**src/design/glw_pkg.sv**
```systemverilog
`timescale 1ns / 1ps

package glw_pkg;

    // Request function codes
    typedef enum logic
    {
        FUNC_LOAD = 1'b0,
        FUNC_NEXT = 1'b1
    } func_t;

    // Two-bit signed unit step per axis
    localparam logic [1:0] STEP_ZERO = 2'b00;
    localparam logic [1:0] STEP_POS  = 2'b01;
    localparam logic [1:0] STEP_NEG  = 2'b11;

endpackage

```
**src/design/glw_req_if.sv**
```systemverilog
`timescale 1ns / 1ps

interface glw_req_if #(parameter int COORD_BITS = 16) ();
    logic                         valid;
    logic                         ready;
    logic                         func;
    logic signed [COORD_BITS-1:0] start_x;
    logic signed [COORD_BITS-1:0] start_y;
    logic signed [COORD_BITS-1:0] end_x;
    logic signed [COORD_BITS-1:0] end_y;

    modport source (output valid, func, start_x, start_y, end_x, end_y, input ready);
    modport sink   (input valid, func, start_x, start_y, end_x, end_y, output ready);
endinterface

```
**src/design/glw_rsp_if.sv**
```systemverilog
`timescale 1ns / 1ps

interface glw_rsp_if #(parameter int COORD_BITS = 16) ();
    logic                           valid;
    logic                           ready;
    logic signed [COORD_BITS+1:0]   point_x;
    logic signed [COORD_BITS+1:0]   point_y;
    logic                           last;
    logic                           no_line;

    modport source (output valid, point_x, point_y, last, no_line, input ready);
    modport sink   (input valid, point_x, point_y, last, no_line, output ready);
endinterface

```
**src/design/glw_in_reg.sv**
```systemverilog
`timescale 1ns / 1ps

module glw_in_reg #(parameter int COORD_BITS = 16)
(
    input  logic      clk,
    input  logic      rst_n,
    glw_req_if.sink   req,
    glw_req_if.source q
);

    logic                         valid_reg;
    logic                         valid_next;
    logic                         func_reg;
    logic signed [COORD_BITS-1:0] start_x_reg;
    logic signed [COORD_BITS-1:0] start_y_reg;
    logic signed [COORD_BITS-1:0] end_x_reg;
    logic signed [COORD_BITS-1:0] end_y_reg;

    // Take a new beat whenever the held one leaves this cycle
    assign req.ready = !valid_reg || q.ready;

    always_comb
    begin
        valid_next = valid_reg;
        if (req.ready)
        begin
            valid_next = req.valid;
        end
    end

    always_ff @(posedge clk or negedge rst_n)
    begin
        if (!rst_n)
        begin
            valid_reg <= 1'b0;
        end
        else
        begin
            valid_reg <= valid_next;
        end
    end

    always_ff @(posedge clk)
    begin
        if (req.valid && req.ready)
        begin
            func_reg    <= req.func;
            start_x_reg <= req.start_x;
            start_y_reg <= req.start_y;
            end_x_reg   <= req.end_x;
            end_y_reg   <= req.end_y;
        end
    end

    assign q.valid   = valid_reg;
    assign q.func    = func_reg;
    assign q.start_x = start_x_reg;
    assign q.start_y = start_y_reg;
    assign q.end_x   = end_x_reg;
    assign q.end_y   = end_y_reg;

endmodule

```
**src/design/glw_step_core.sv**
```systemverilog
`timescale 1ns / 1ps

module glw_step_core
    import glw_pkg::*;
#(parameter int COORD_BITS = 16)
(
    input  logic      clk,
    input  logic      rst_n,
    glw_req_if.sink   q,
    glw_rsp_if.source r
);

    localparam int OW = COORD_BITS + 2;
    localparam int EW = COORD_BITS + 3;
    localparam int TW = COORD_BITS + 1;

    logic signed [OW-1:0]         cur_x_reg, cur_x_next;
    logic signed [OW-1:0]         cur_y_reg, cur_y_next;
    logic signed [COORD_BITS-1:0] target_x_reg, target_x_next;
    logic signed [COORD_BITS-1:0] target_y_reg, target_y_next;
    logic [1:0]                   step_x_reg, step_x_next;
    logic [1:0]                   step_y_reg, step_y_next;
    logic [TW-1:0]                twice_dx_reg, twice_dx_next;
    logic [TW-1:0]                twice_dy_reg, twice_dy_next;
    logic signed [EW-1:0]         error_acc_reg, error_acc_next;
    logic signed [OW-1:0]         box_x_low_reg, box_x_low_next;
    logic signed [OW-1:0]         box_x_high_reg, box_x_high_next;
    logic signed [OW-1:0]         box_y_low_reg, box_y_low_next;
    logic signed [OW-1:0]         box_y_high_reg, box_y_high_next;
    logic                         line_active_reg, line_active_next;

    // Load path
    logic signed [TW-1:0]         dx, dy, ndx, ndy;
    logic [COORD_BITS-1:0]        adx, ady;
    logic signed [COORD_BITS-1:0] min_x, max_x, min_y, max_y;

    // Step path
    logic signed [OW-1:0]         sx_ext, sy_ext;
    logic signed [EW-1:0]         tdx_ext, tdy_ext;
    logic signed [OW-1:0]         tgt_x_ext, tgt_y_ext;
    logic signed [OW-1:0]         new_x, new_y;
    logic signed [EW-1:0]         new_err;
    logic                         err_pos;
    logic                         at_end;
    logic                         in_box;
    logic                         is_last;
    logic                         is_load;

    assign is_load = (q.func == FUNC_LOAD);

    // A load never produces a beat; a next request needs room downstream
    assign q.ready = is_load || r.ready;
    assign r.valid = q.valid && !is_load;

    always_comb
    begin
        dx  = $signed({q.end_x[COORD_BITS-1], q.end_x})
            - $signed({q.start_x[COORD_BITS-1], q.start_x});
        dy  = $signed({q.end_y[COORD_BITS-1], q.end_y})
            - $signed({q.start_y[COORD_BITS-1], q.start_y});
        ndx = -dx;
        ndy = -dy;
        adx = dx[TW-1] ? ndx[COORD_BITS-1:0] : dx[COORD_BITS-1:0];
        ady = dy[TW-1] ? ndy[COORD_BITS-1:0] : dy[COORD_BITS-1:0];
        min_x = (q.start_x < q.end_x) ? q.start_x : q.end_x;
        max_x = (q.start_x < q.end_x) ? q.end_x : q.start_x;
        min_y = (q.start_y < q.end_y) ? q.start_y : q.end_y;
        max_y = (q.start_y < q.end_y) ? q.end_y : q.start_y;
    end

    always_comb
    begin
        sx_ext    = $signed({{COORD_BITS{step_x_reg[1]}}, step_x_reg});
        sy_ext    = $signed({{COORD_BITS{step_y_reg[1]}}, step_y_reg});
        tdx_ext   = $signed({2'b00, twice_dx_reg});
        tdy_ext   = $signed({2'b00, twice_dy_reg});
        tgt_x_ext = $signed({{2{target_x_reg[COORD_BITS-1]}}, target_x_reg});
        tgt_y_ext = $signed({{2{target_y_reg[COORD_BITS-1]}}, target_y_reg});
        err_pos   = !error_acc_reg[EW-1] && (error_acc_reg != '0);
        new_x     = cur_x_reg;
        new_y     = cur_y_reg;
        new_err   = error_acc_reg;
        priority if (twice_dx_reg == twice_dy_reg)
        begin
            new_x = cur_x_reg + sx_ext;
            new_y = cur_y_reg + sy_ext;
        end
        else if (twice_dx_reg > twice_dy_reg)
        begin
            // x-major: minor step on y when the error is positive
            if (err_pos)
            begin
                new_y   = cur_y_reg + sy_ext;
                new_err = error_acc_reg - tdx_ext + tdy_ext;
            end
            else
            begin
                new_err = error_acc_reg + tdy_ext;
            end
            new_x = cur_x_reg + sx_ext;
        end
        else
        begin
            if (err_pos)
            begin
                new_x   = cur_x_reg + sx_ext;
                new_err = error_acc_reg - tdy_ext + tdx_ext;
            end
            else
            begin
                new_err = error_acc_reg + tdx_ext;
            end
            new_y = cur_y_reg + sy_ext;
        end
        at_end  = (new_x == tgt_x_ext) && (new_y == tgt_y_ext);
        in_box  = (new_x >= box_x_low_reg) && (new_x <= box_x_high_reg)
               && (new_y >= box_y_low_reg) && (new_y <= box_y_high_reg);
        is_last = at_end || !in_box;
    end

    always_comb
    begin
        r.point_x = '0;
        r.point_y = '0;
        r.last    = 1'b0;
        r.no_line = 1'b1;
        if (line_active_reg)
        begin
            r.point_x = new_x;
            r.point_y = new_y;
            r.last    = is_last;
            r.no_line = 1'b0;
        end
    end

    always_comb
    begin
        cur_x_next       = cur_x_reg;
        cur_y_next       = cur_y_reg;
        target_x_next    = target_x_reg;
        target_y_next    = target_y_reg;
        step_x_next      = step_x_reg;
        step_y_next      = step_y_reg;
        twice_dx_next    = twice_dx_reg;
        twice_dy_next    = twice_dy_reg;
        error_acc_next   = error_acc_reg;
        box_x_low_next   = box_x_low_reg;
        box_x_high_next  = box_x_high_reg;
        box_y_low_next   = box_y_low_reg;
        box_y_high_next  = box_y_high_reg;
        line_active_next = line_active_reg;
        if (q.valid && q.ready)
        begin
            if (is_load)
            begin
                cur_x_next       = $signed({{2{q.start_x[COORD_BITS-1]}}, q.start_x});
                cur_y_next       = $signed({{2{q.start_y[COORD_BITS-1]}}, q.start_y});
                target_x_next    = q.end_x;
                target_y_next    = q.end_y;
                twice_dx_next    = {adx, 1'b0};
                twice_dy_next    = {ady, 1'b0};
                step_x_next      = (dx == '0) ? STEP_ZERO : (dx[TW-1] ? STEP_NEG : STEP_POS);
                step_y_next      = (dy == '0) ? STEP_ZERO : (dy[TW-1] ? STEP_NEG : STEP_POS);
                error_acc_next   = '0;
                box_x_low_next   = $signed({{2{min_x[COORD_BITS-1]}}, min_x})
                                 - $signed({2'b00, adx});
                box_x_high_next  = $signed({{2{max_x[COORD_BITS-1]}}, max_x})
                                 + $signed({2'b00, adx});
                box_y_low_next   = $signed({{2{min_y[COORD_BITS-1]}}, min_y})
                                 - $signed({2'b00, ady});
                box_y_high_next  = $signed({{2{max_y[COORD_BITS-1]}}, max_y})
                                 + $signed({2'b00, ady});
                line_active_next = 1'b1;
            end
            else if (line_active_reg)
            begin
                cur_x_next       = new_x;
                cur_y_next       = new_y;
                error_acc_next   = new_err;
                line_active_next = !is_last;
            end
        end
    end

    always_ff @(posedge clk or negedge rst_n)
    begin
        if (!rst_n)
        begin
            cur_x_reg       <= '0;
            cur_y_reg       <= '0;
            target_x_reg    <= '0;
            target_y_reg    <= '0;
            step_x_reg      <= STEP_ZERO;
            step_y_reg      <= STEP_ZERO;
            twice_dx_reg    <= '0;
            twice_dy_reg    <= '0;
            error_acc_reg   <= '0;
            box_x_low_reg   <= '0;
            box_x_high_reg  <= '0;
            box_y_low_reg   <= '0;
            box_y_high_reg  <= '0;
            line_active_reg <= 1'b0;
        end
        else
        begin
            cur_x_reg       <= cur_x_next;
            cur_y_reg       <= cur_y_next;
            target_x_reg    <= target_x_next;
            target_y_reg    <= target_y_next;
            step_x_reg      <= step_x_next;
            step_y_reg      <= step_y_next;
            twice_dx_reg    <= twice_dx_next;
            twice_dy_reg    <= twice_dy_next;
            error_acc_reg   <= error_acc_next;
            box_x_low_reg   <= box_x_low_next;
            box_x_high_reg  <= box_x_high_next;
            box_y_low_reg   <= box_y_low_next;
            box_y_high_reg  <= box_y_high_next;
            line_active_reg <= line_active_next;
        end
    end

endmodule

```
**src/design/glw_out_reg.sv**
```systemverilog
`timescale 1ns / 1ps

module glw_out_reg #(parameter int COORD_BITS = 16)
(
    input  logic      clk,
    input  logic      rst_n,
    glw_rsp_if.sink   r,
    glw_rsp_if.source rsp
);

    logic                         valid_reg;
    logic                         valid_next;
    logic signed [COORD_BITS+1:0] point_x_reg;
    logic signed [COORD_BITS+1:0] point_y_reg;
    logic                         last_reg;
    logic                         no_line_reg;

    // Refill in the same cycle the held beat is taken
    assign r.ready = !valid_reg || rsp.ready;

    always_comb
    begin
        valid_next = valid_reg;
        if (r.ready)
        begin
            valid_next = r.valid;
        end
    end

    always_ff @(posedge clk or negedge rst_n)
    begin
        if (!rst_n)
        begin
            valid_reg <= 1'b0;
        end
        else
        begin
            valid_reg <= valid_next;
        end
    end

    always_ff @(posedge clk)
    begin
        if (r.valid && r.ready)
        begin
            point_x_reg <= r.point_x;
            point_y_reg <= r.point_y;
            last_reg    <= r.last;
            no_line_reg <= r.no_line;
        end
    end

    assign rsp.valid   = valid_reg;
    assign rsp.point_x = point_x_reg;
    assign rsp.point_y = point_y_reg;
    assign rsp.last    = last_reg;
    assign rsp.no_line = no_line_reg;

endmodule

```
**src/design/grid_line_point_walker.sv**
```systemverilog
`timescale 1ns / 1ps

// Grid line point walker. A load beat (func = 0) sets up a line from its start
// and end coordinates and produces no response; every next beat (func = 1)
// advances one grid step and returns the new point, not the start itself unless
// start and end coincide. The point carries last when it hits the end or leaves
// the safety box (the endpoints' bounding box widened by the deltas); after that,
// and after reset, next beats return no_line with zero point fields. Throughput
// is one beat per clock while the response sink is ready: a beat is held in the
// input register, the step logic updates the line state as the beat leaves it,
// and the response sits in the output register. The step loop through the line
// state registers sets that rate.

module grid_line_point_walker #(parameter int COORD_BITS = 16)
(
    input  logic      clk,
    input  logic      rst_n,
    glw_req_if.sink   req,
    glw_rsp_if.source rsp
);

    // Registered request toward the step logic
    glw_req_if #(.COORD_BITS(COORD_BITS)) q_ch ();
    // Step result toward the output register
    glw_rsp_if #(.COORD_BITS(COORD_BITS)) r_ch ();

    // Register the incoming beat until the step logic takes it
    glw_in_reg #(.COORD_BITS(COORD_BITS)) u_in_reg
    (
        .clk   (clk),
        .rst_n (rst_n),
        .req   (req),
        .q     (q_ch)
    );

    // Load a line or advance one step on the held beat
    glw_step_core #(.COORD_BITS(COORD_BITS)) u_step_core
    (
        .clk   (clk),
        .rst_n (rst_n),
        .q     (q_ch),
        .r     (r_ch)
    );

    // Hold the response until the sink takes it
    glw_out_reg #(.COORD_BITS(COORD_BITS)) u_out_reg
    (
        .clk   (clk),
        .rst_n (rst_n),
        .r     (r_ch),
        .rsp   (rsp)
    );

endmodule
```
**src/flat_wrapper.sv**
```systemverilog
// flat-port wrapper written by rule: the top's interface ports become plain ports
module grid_line_point_walker_flat 
#(parameter int COORD_BITS = 16)
  (clk, rst_n, req_valid, req_func, req_start_x, req_start_y, req_end_x, req_end_y, req_ready, rsp_valid, rsp_point_x, rsp_point_y, rsp_last, rsp_no_line, rsp_ready);
  glw_req_if #(.COORD_BITS(COORD_BITS)) req_i ();
  glw_rsp_if #(.COORD_BITS(COORD_BITS)) rsp_i ();
  input  logic clk;
  input  logic rst_n;
  input wire logic [$bits(req_i.valid)-1:0] req_valid;
  input wire logic [$bits(req_i.func)-1:0] req_func;
  input wire logic [$bits(req_i.start_x)-1:0] req_start_x;
  input wire logic [$bits(req_i.start_y)-1:0] req_start_y;
  input wire logic [$bits(req_i.end_x)-1:0] req_end_x;
  input wire logic [$bits(req_i.end_y)-1:0] req_end_y;
  output wire logic [$bits(req_i.ready)-1:0] req_ready;
  output wire logic [$bits(rsp_i.valid)-1:0] rsp_valid;
  output wire logic [$bits(rsp_i.point_x)-1:0] rsp_point_x;
  output wire logic [$bits(rsp_i.point_y)-1:0] rsp_point_y;
  output wire logic [$bits(rsp_i.last)-1:0] rsp_last;
  output wire logic [$bits(rsp_i.no_line)-1:0] rsp_no_line;
  input wire logic [$bits(rsp_i.ready)-1:0] rsp_ready;
  assign req_i.valid = req_valid;
  assign req_i.func = req_func;
  assign req_i.start_x = req_start_x;
  assign req_i.start_y = req_start_y;
  assign req_i.end_x = req_end_x;
  assign req_i.end_y = req_end_y;
  assign req_ready = req_i.ready;
  assign rsp_valid = rsp_i.valid;
  assign rsp_point_x = rsp_i.point_x;
  assign rsp_point_y = rsp_i.point_y;
  assign rsp_last = rsp_i.last;
  assign rsp_no_line = rsp_i.no_line;
  assign rsp_i.ready = rsp_ready;
  grid_line_point_walker #(.COORD_BITS(COORD_BITS)) u_core (.clk(clk), .rst_n(rst_n), .req(req_i), .rsp(rsp_i));
endmodule
```
**config.mk**
```make
export PLATFORM = sky130hd
export DESIGN_NAME = grid_line_point_walker_flat
export DESIGN_NICKNAME = d
export VERILOG_FILES = /design/src/design/glw_pkg.sv /design/src/design/glw_req_if.sv /design/src/design/glw_rsp_if.sv /design/src/design/glw_in_reg.sv /design/src/design/glw_step_core.sv /design/src/design/glw_out_reg.sv /design/src/design/grid_line_point_walker.sv /design/src/flat_wrapper.sv
export SDC_FILE = /design/constraint.sdc
export NUM_CORES = 1
export LEC_CHECK = 0
export BUFFER_PORTS_ARGS = -buffer_cell sky130_fd_sc_hd__buf_2
export CAP_MARGIN = 25
export CORE_ASPECT_RATIO = 0.8
export CORE_MARGIN = 3
export CORE_UTILIZATION = 30
export CTS_BUF_LIST = sky130_fd_sc_hd__clkbuf_8
export CTS_CLUSTER_DIAMETER = 60
export DETAILED_ROUTE_END_ITERATION = 8
export GPL_ROUTABILITY_DRIVEN = 0
export GPL_TIMING_DRIVEN = 0
export HOLD_SLACK_MARGIN = 0.1
export PLACE_DENSITY_LB_ADDON = 0.08
export SYNTH_ARGS = -nofsm -noshare
export SYNTH_HDL_FRONTEND = slang
export SYNTH_HIERARCHICAL = 1
export SYNTH_SLANG_ARGS = --single-unit
```
**constraint.sdc**
```tcl
create_clock -name clk -period 5.66 [get_ports clk]
set_input_delay 1.132 -clock clk [delete_from_list [all_inputs] [get_ports clk]]
set_output_delay 1.132 -clock clk [all_outputs]
set_load 0.005 [all_outputs]
```
==> impl_metrics.py, run 1 <==
metrics = {
    "floorplanning": {
        "start_util_pct": 30.4,
        "die_w_um": 336,
        "die_area_sq_mm": 0.0908,
        "coreArea_sq_mm": 0.0861,
        "die_h_um": 270,
        "fp-row-count": 96,
        "io-pin-count": 109,
    },
    "placement": {
        "preCtsSetupSlack_ns": -1.65,
        "place_area_sq_mm": 0.0282,
        "dp.cells": 4256,
        "dp_hpwl_um": 80300,
        "portBuffers": 108,
    },
    "setup_path": {
        "reg2reg_to": "u_core/u_step_core/box_x_high_reg[14]",
        "reg2reg_slack_ns": -0.08,
        "critPathKind": "flip-flop to flip-flop",
        "cp_top_family": "compound AO/OA/AOI/OAI gates",
        "critPathArrivalTime_ns": 6.34,
        "crit_buf_inv": 5,
        "worst_setup_path_start_kind": "flip-flop",
        "cp_slowest_cell": "edfxtp_1",
        "worstRegToRegCells": 29,
        "crit_path_end_kind": "flip-flop",
        "critPathMaxStageDelay_ns": 0.51,
        "worstReg2RegStart": "u_core/u_in_reg/q.end_x[0]",
        "cp.required_ns": 6.26,
        "path_max_fanout": 2,
        "cp_common_cell": "a21o_1",
    },
    "synthesis": {
        "async_reset_ff_share_pct": 65.8,
        "seq_area_frac_synth_pct": 30.8,
        "ys_ff_latch": 301,
        "syn_area_sq_mm": 0.0262,
        "yosysWarnings": 6,
        "synth_cell_types": 88,
        "synth_area_per_cell_sq_um": 8.67,
        "synth.area.top_cells": "dfrtp_1 (19%), ha_1 (15%), edfxtp_1 (12%)",
        "synth_edf_count": 103,
        "syn-num-nets": 3436,
        "synth.top_cell.area_share_pct": 18.9,
        "synthCells": 3018,
        "yosysTopAreaCell": "dfrtp_1",
        "synth-main-ff-cell": "dfrtp_1",
    },
    "cts": {
        "cts_tree": "yes",
        "clkTransAtPathRegs_ns": 0.06,
        "cts_sinks": 301,
        "cts_root_buf": "clkbuf_8",
        "numCtsBuffers": 60,
        "cts_max_level": 2,
        "clock_latency_ns": 0.74,
        "cts.path.max_buffers": 3,
        "ctsHoldBuffers": 0,
    },
    "drt": {
        "wl_per_cell_um": 22.7,
        "drt-initial-drc-count": 1679,
        "vias": 23300,
        "detail-route-antenna-nets": 0,
        "first_pass_iters": 5,
        "routed_wl_um": 102000,
        "drc": 0,
        "viasPerCell": 5.19,
    },
    "final_layout": {
        "syn2layout_area_growth_pct": 20.0,
        "largest_register_ffs": 19,
        "fillCellCount": 8783,
        "seq_area_sq_mm": 0.00807,
        "layout-drive-gt1-share_pct": 16.4,
        "stdcell_count": 4491,
        "final_cell_area_sq_mm": 0.0314,
        "multi_input_area_sq_mm": 0.0174,
        "final_common_cell": "nand2_1",
        "layout_common_cells": "nand2_1 (396), inv_1 (343), ha_1 (292)",
        "fin_nets": 3727,
    },
    "timing": {
        "setup_slack_ns": -0.0798,
        "worst_pin_slew_ns": 0.965,
        "fin_crit_ns": 5.74,
        "fin_skew_ns": 0.0500,
        "period_share_pct": 101,
        "hold_ws_ns": 0.417,
        "clock.fmax_mhz": 174,
        "rsz0062_at_grt": "yes",
        "final-hold-violation-count": 0,
        "relSlewSlack_pct": 35.0,
        "setup_violations": 2,
        "slew_violations": 0,
    },
    "grt": {
        "grt_usage_pct": 22.0,
        "grt_max_degree": 102,
        "grt_pass1_vias": 23300,
        "grt_remaining_overflow": 0,
        "antenna_found_initial": 8,
        "grt_pass1_wl_um": 149000,
    },
    "status": {
        "status": "finished with violations",
        "violations": "negative setup slack",
    },
    "pwr": {
        "power.total_mw": 21.2,
        "vdd.ir_drop.worst_mv": 0.209,
        "p_leak_nw": 14.8,
        "pwr_density_cell_mw_per_mm2": 676,
    },
    "flow_run": {
        "max-cap-violations": 0,
    },
    "hold_path": {
        "holdCritPathClass": "input port to asynchronous set/reset pin",
    },
}
## kinds of logic (layout without fill, tap and decap cells)
kind of cell | after synthesis | count (layout) | synth area share (%)
other cells | 0 | 4 | 0
buf+inv | 413 | 755 | 5.96
mux | 81 | 81 | 3.45
compound gates | 783 | 783 | 19.0
simple gates | 860 | 860 | 15.0
xor+xnor | 231 | 231 | 7.85
flops | 301 | 301 | 30.8
fa+ha+maj | 349 | 349 | 18.0
## worst max-delay path by stage
| stage | start | end | cells past startpoint | slack (ns) |
|---|---|---|---|---|
| 2_1_floorplan | u_core/u_in_reg/q.end_x[0] | u_core/u_step_core/box_x_high_reg[15] | 26 | 0.05 |
| 3_3_place_gp | u_core/u_step_core/twice_dx_reg[16] | u_core/u_out_reg/rsp.last | 24 | -1.69 |
| 3_5_place_dp | u_core/u_in_reg/q.start_x[0] | u_core/u_step_core/box_x_high_reg[15] | 25 | -1.65 |
| 4_1_cts | u_core/u_step_core/twice_dx_reg[11] | u_core/u_step_core/line_active_reg | 23 | 0.0005 |
| 5_1_grt | u_core/u_in_reg/q.end_x[0] | u_core/u_step_core/box_x_high_reg[14] | 29 | -0.31 |
| 6_report | u_core/u_in_reg/q.end_x[0] | u_core/u_step_core/box_x_high_reg[14] | 29 | -0.08 |
## report_power, final
part	internal (mW)	switching [mW]	total, mW
Clock	1.42	1.13	2.55
Sequential	2.97	0.768	3.74
Combinational	6.02	8.93	14.9
Total	10.4	10.8	21.2
## what timing repair did
action                                 4_1_cts  5_1_grt
setup endpoints to repair                   55       24
gates cloned                                 0        0
gates resized for setup                    143       97
endpoints found under the hold margin        0        0
setup buffers                               84       39
pin swaps                                   57       95
## synth_stat cells, types with 10 or more instances
cell type  count
a221oi_1      10
nor3_1        47
and3_1        22
xor2_1        94
mux2_2        34
o21bai_1      19
ha_1         305
nand2b_1      24
o31ai_1       10
fa_1          44
a31oi_1       17
a21oi_1      163
inv_1        332
and2_1        27
a22o_1        10
nand4_1       35
or3_1         22
clkbuf_1      68
nor2_1       162
nand3_1       45
edfxtp_1     103
nand2_1      401
dfrtp_1      198
a21o_1        91
a211oi_1      22
nor2b_1       23
o211ai_1      23
nor4_1        13
or2_2         11
o21a_1        28
xnor2_1      134
mux2i_1       43
o21ai_0      287
## per-stage QoR
| stage | utilization, % | setup TNS [ns] |
|---|---|---|
| finish | 36.4 | -0.135 |
| global route | 36.4 | -1.62 |
| global placement | 32.6 | -105.56 |
| detailed placement | 32.7 | -45.94 |
| floorplan | - | 0 |
| CTS | 35.7 | 0 |
## final cells by class
cell class | instances | area share (%)
sequential | 301 | 25.7
tap | 1127 | 4.49
multi-input combinational | 2304 | 55.4
inverter | 332 | 3.97
buffer | 77 | 1.18
antenna | 4 | 0.0319
clock buffer | 74 | 3.24
clock inverter | 39 | 1.05
timing repair buffer | 233 | 4.96
## worst reg2reg max path, delay by kind of cell, from the launching register on
family | cells | cell delay, ns
XOR/XNOR | 2 | 0.37
AO/OA/AOI/OAI | 17 | 3.29
flip-flops | 1 | 0.51
buffers and inverters | 5 | 0.53
AND/OR/NAND/NOR | 2 | 0.24
adder cells (fa/ha/maj) | 3 | 0.66
## per-layer routing
layer	track usage, %	part of all wire [%]
met1	33.5	50
met2	31.5	41
met3	3.36	6.2
met4	6.55	2.9
met5	0	0.025
(Power assumes the default switching activity.)
==> run 2: changes to the inputs <==
- clock period: 5.66 -> 5.6 ns (I/O delays scaled with it)
==> run 2 against run 1 <==
The flow still finishes with violations (negative setup slack). Sequential share of layout area is 0.12 points higher. Clock power is 8.2% lower. Clock skew is 0.0039 ns lower. Count of clock-buffer cells in the layout is 5 lower. Largest power group unchanged. Highest routed layer is now met4.
==> impl_metrics.py, run 2 (same netlist as run 1, synthesis figures left out) <==
metrics = {
    "status": {
        "status": "finished with violations",
        "violations": "negative setup slack",
    },
    "placement": {
        "dp_hpwl_um": 80400,
        "portBuffers": 108,
        "place_area_sq_mm": 0.0282,
    },
    "timing": {
        "fin_crit_ns": 5.69,
        "relSlewSlack_pct": 29.2,
        "setup_slack_ns": -0.0905,
        "period_share_pct": 102,
        "slew_violations": 0,
        "worst_pin_slew_ns": 1.05,
        "fin_skew_ns": 0.0461,
        "setup_violations": 4,
        "final-hold-violation-count": 0,
        "clock.fmax_mhz": 176,
        "rsz0062_at_grt": "yes",
    },
    "setup_path": {
        "worst_setup_path_start_kind": "flip-flop",
        "worstReg2RegStart": "u_core/u_in_reg/q.end_y[0]",
        "worstRegToRegCells": 28,
        "startpoint": "u_core/u_in_reg/q.end_y[0]",
        "crit_path_end_kind": "flip-flop",
        "critPathMaxStageDelay_ns": 0.54,
        "cp-endpoint": "u_core/u_step_core/box_y_low_reg[16]",
        "reg2reg_to": "u_core/u_step_core/box_y_low_reg[16]",
        "cp.required_ns": 6.18,
        "path_max_fanout": 3,
        "reg2reg_slack_ns": -0.09,
        "critPathKind": "flip-flop to flip-flop",
        "critPathArrivalTime_ns": 6.27,
        "cp_slowest_cell": "edfxtp_1",
    },
    "grt": {
        "grt_max_degree": 105,
        "grt_remaining_overflow": 0,
        "grt_usage_pct": 22.1,
        "grt_pass1_wl_um": 150000,
        "grt_pass1_vias": 23200,
        "antenna_found_initial": 6,
    },
    "final_layout": {
        "largest_register_ffs": 19,
        "syn2layout_area_growth_pct": 19.5,
        "layout-drive-gt1-share_pct": 16.6,
        "final_cell_area_sq_mm": 0.0312,
        "fillCellCount": 8799,
        "fin_nets": 3711,
        "final_common_cell": "nand2_1",
        "layout_common_cells": "nand2_1 (396), inv_1 (336), ha_1 (287)",
    },
    "floorplanning": {
        "start_util_pct": 30.4,
        "coreArea_sq_mm": 0.0861,
        "io-pin-count": 109,
        "die_area_sq_mm": 0.0908,
        "die_h_um": 270,
        "fp-row-count": 96,
        "die_w_um": 336,
    },
    "pwr": {
        "pwr_density_cell_mw_per_mm2": 685,
        "p_leak_nw": 14.7,
        "vdd.ir_drop.worst_mv": 0.258,
        "power.total_mw": 21.4,
    },
    "drt": {
        "drt-initial-drc-count": 1873,
        "vias": 23500,
        "viasPerCell": 5.26,
        "detail-route-antenna-nets": 0,
        "drc": 0,
        "first_pass_iters": 5,
        "wl_per_cell_um": 23.0,
        "routed_wl_um": 103000,
    },
    "cts": {
        "clkTransAtPathRegs_ns": 0.07,
        "cts_sinks": 301,
        "cts_root_buf": "clkbuf_8",
        "cts_tree": "yes",
        "cts.path.max_buffers": 3,
        "numCtsBuffers": 57,
        "clock_latency_ns": 0.71,
        "cts_max_level": 2,
    },
    "hold_path": {
        "holdCritPathClass": "input port to asynchronous set/reset pin",
    },
    "flow_run": {
        "max-cap-violations": 0,
    },
}
## run 2: changes by cell type in the layout (fill, tap and decap cells not counted), sizes merged, moves of 3 or more
| cell | change |
|---|---|
| buf | -13 |
| clkinv | +7 |
| clkbuf | -5 |
| inv | -5 |
| diode | -3 |
## run 2: worst min-delay path by stage
stage	from	to	slack, ns	cells after the start
after floorplan	u_core/u_step_core/box_x_low_reg[3]	u_core/u_step_core/box_x_low_reg[3]	0.45	2
after global placement	u_core/u_step_core/box_y_low_reg[4]	u_core/u_step_core/box_y_low_reg[4]	0.47	2
after CTS	rst_n	u_core/u_out_reg/rsp.valid	0.13	1
final	rst_n	u_core/u_out_reg/rsp.valid	0.20	1
after global routing	rst_n	u_core/u_out_reg/rsp.valid	0.14	1
after detailed placement	u_core/u_step_core/box_x_low_reg[9]	u_core/u_step_core/box_x_low_reg[9]	0.48	2
## run 2: routing by layer
| metal | vias up | wire (um) | global-route usage, % |
|---|---|---|---|
| li1 | 11100 | - | - |
| met1 | 11600 | 51200 | 33.4 |
| met2 | 722 | 42700 | 32.4 |
| met3 | 127 | 6490 | 3.63 |
| met4 | 0 | 2530 | 5.57 |
| met5 | - | 0 | 0 |
## run 2: power breakdown
group | leakage (nW) | switching [mW] | internal [mW]
Combinational | 10.6 | 9.17 | 6.14
Clock | 0.693 | 1.08 | 1.26
Sequential | 3.44 | 0.761 | 3.00
Total | 14.7 | 11.0 | 10.4
## run 2: metrics by stage
step	std cells	TNS (ns)	hold WS [ns]	util, %	setup WS [ns]
after floorplan	3018	0	0.449	-	0.0107
after global placement	4253	-103.74	0.469	32.6	-1.74
after detailed placement	4257	-47.23	0.475	32.8	-1.68
after CTS	4436	-0.113	0.126	35.5	-0.0653
after global routing	4468	-1.88	0.144	36.3	-0.275
final	4468	-0.200	0.205	36.3	-0.0905
## run 2: what timing repair did
action                     4_1_cts  5_1_grt
setup buffers                   74       34
setup endpoints to repair       55       28
hold buffers                     0        0
resized for setup              157      108
pin swaps                       74       85
## run 2: final cells by class
cell class	instances	area, sq um	area share, %
antenna	1	2.50	0.00801
clock inverter	37	263	0.841
clock buffer	69	950	3.04
sequential	301	8070	25.8
buffer	77	378	1.21
multi-input combinational	2304	17400	55.8
timing repair buffer	220	1510	4.82
tap	1127	1410	4.51
inverter	332	1250	4.00
## run 2: critical path, delay by kind of cell, from the launching register on
family | cells | cell delay [ns]
AO/OA/AOI/OAI | 16 | 3.14
adder cells (fa/ha/maj) | 3 | 0.72
flip-flops | 1 | 0.54
buffers and inverters | 4 | 0.43
AND/OR/NAND/NOR | 3 | 0.38
XOR/XNOR | 2 | 0.35
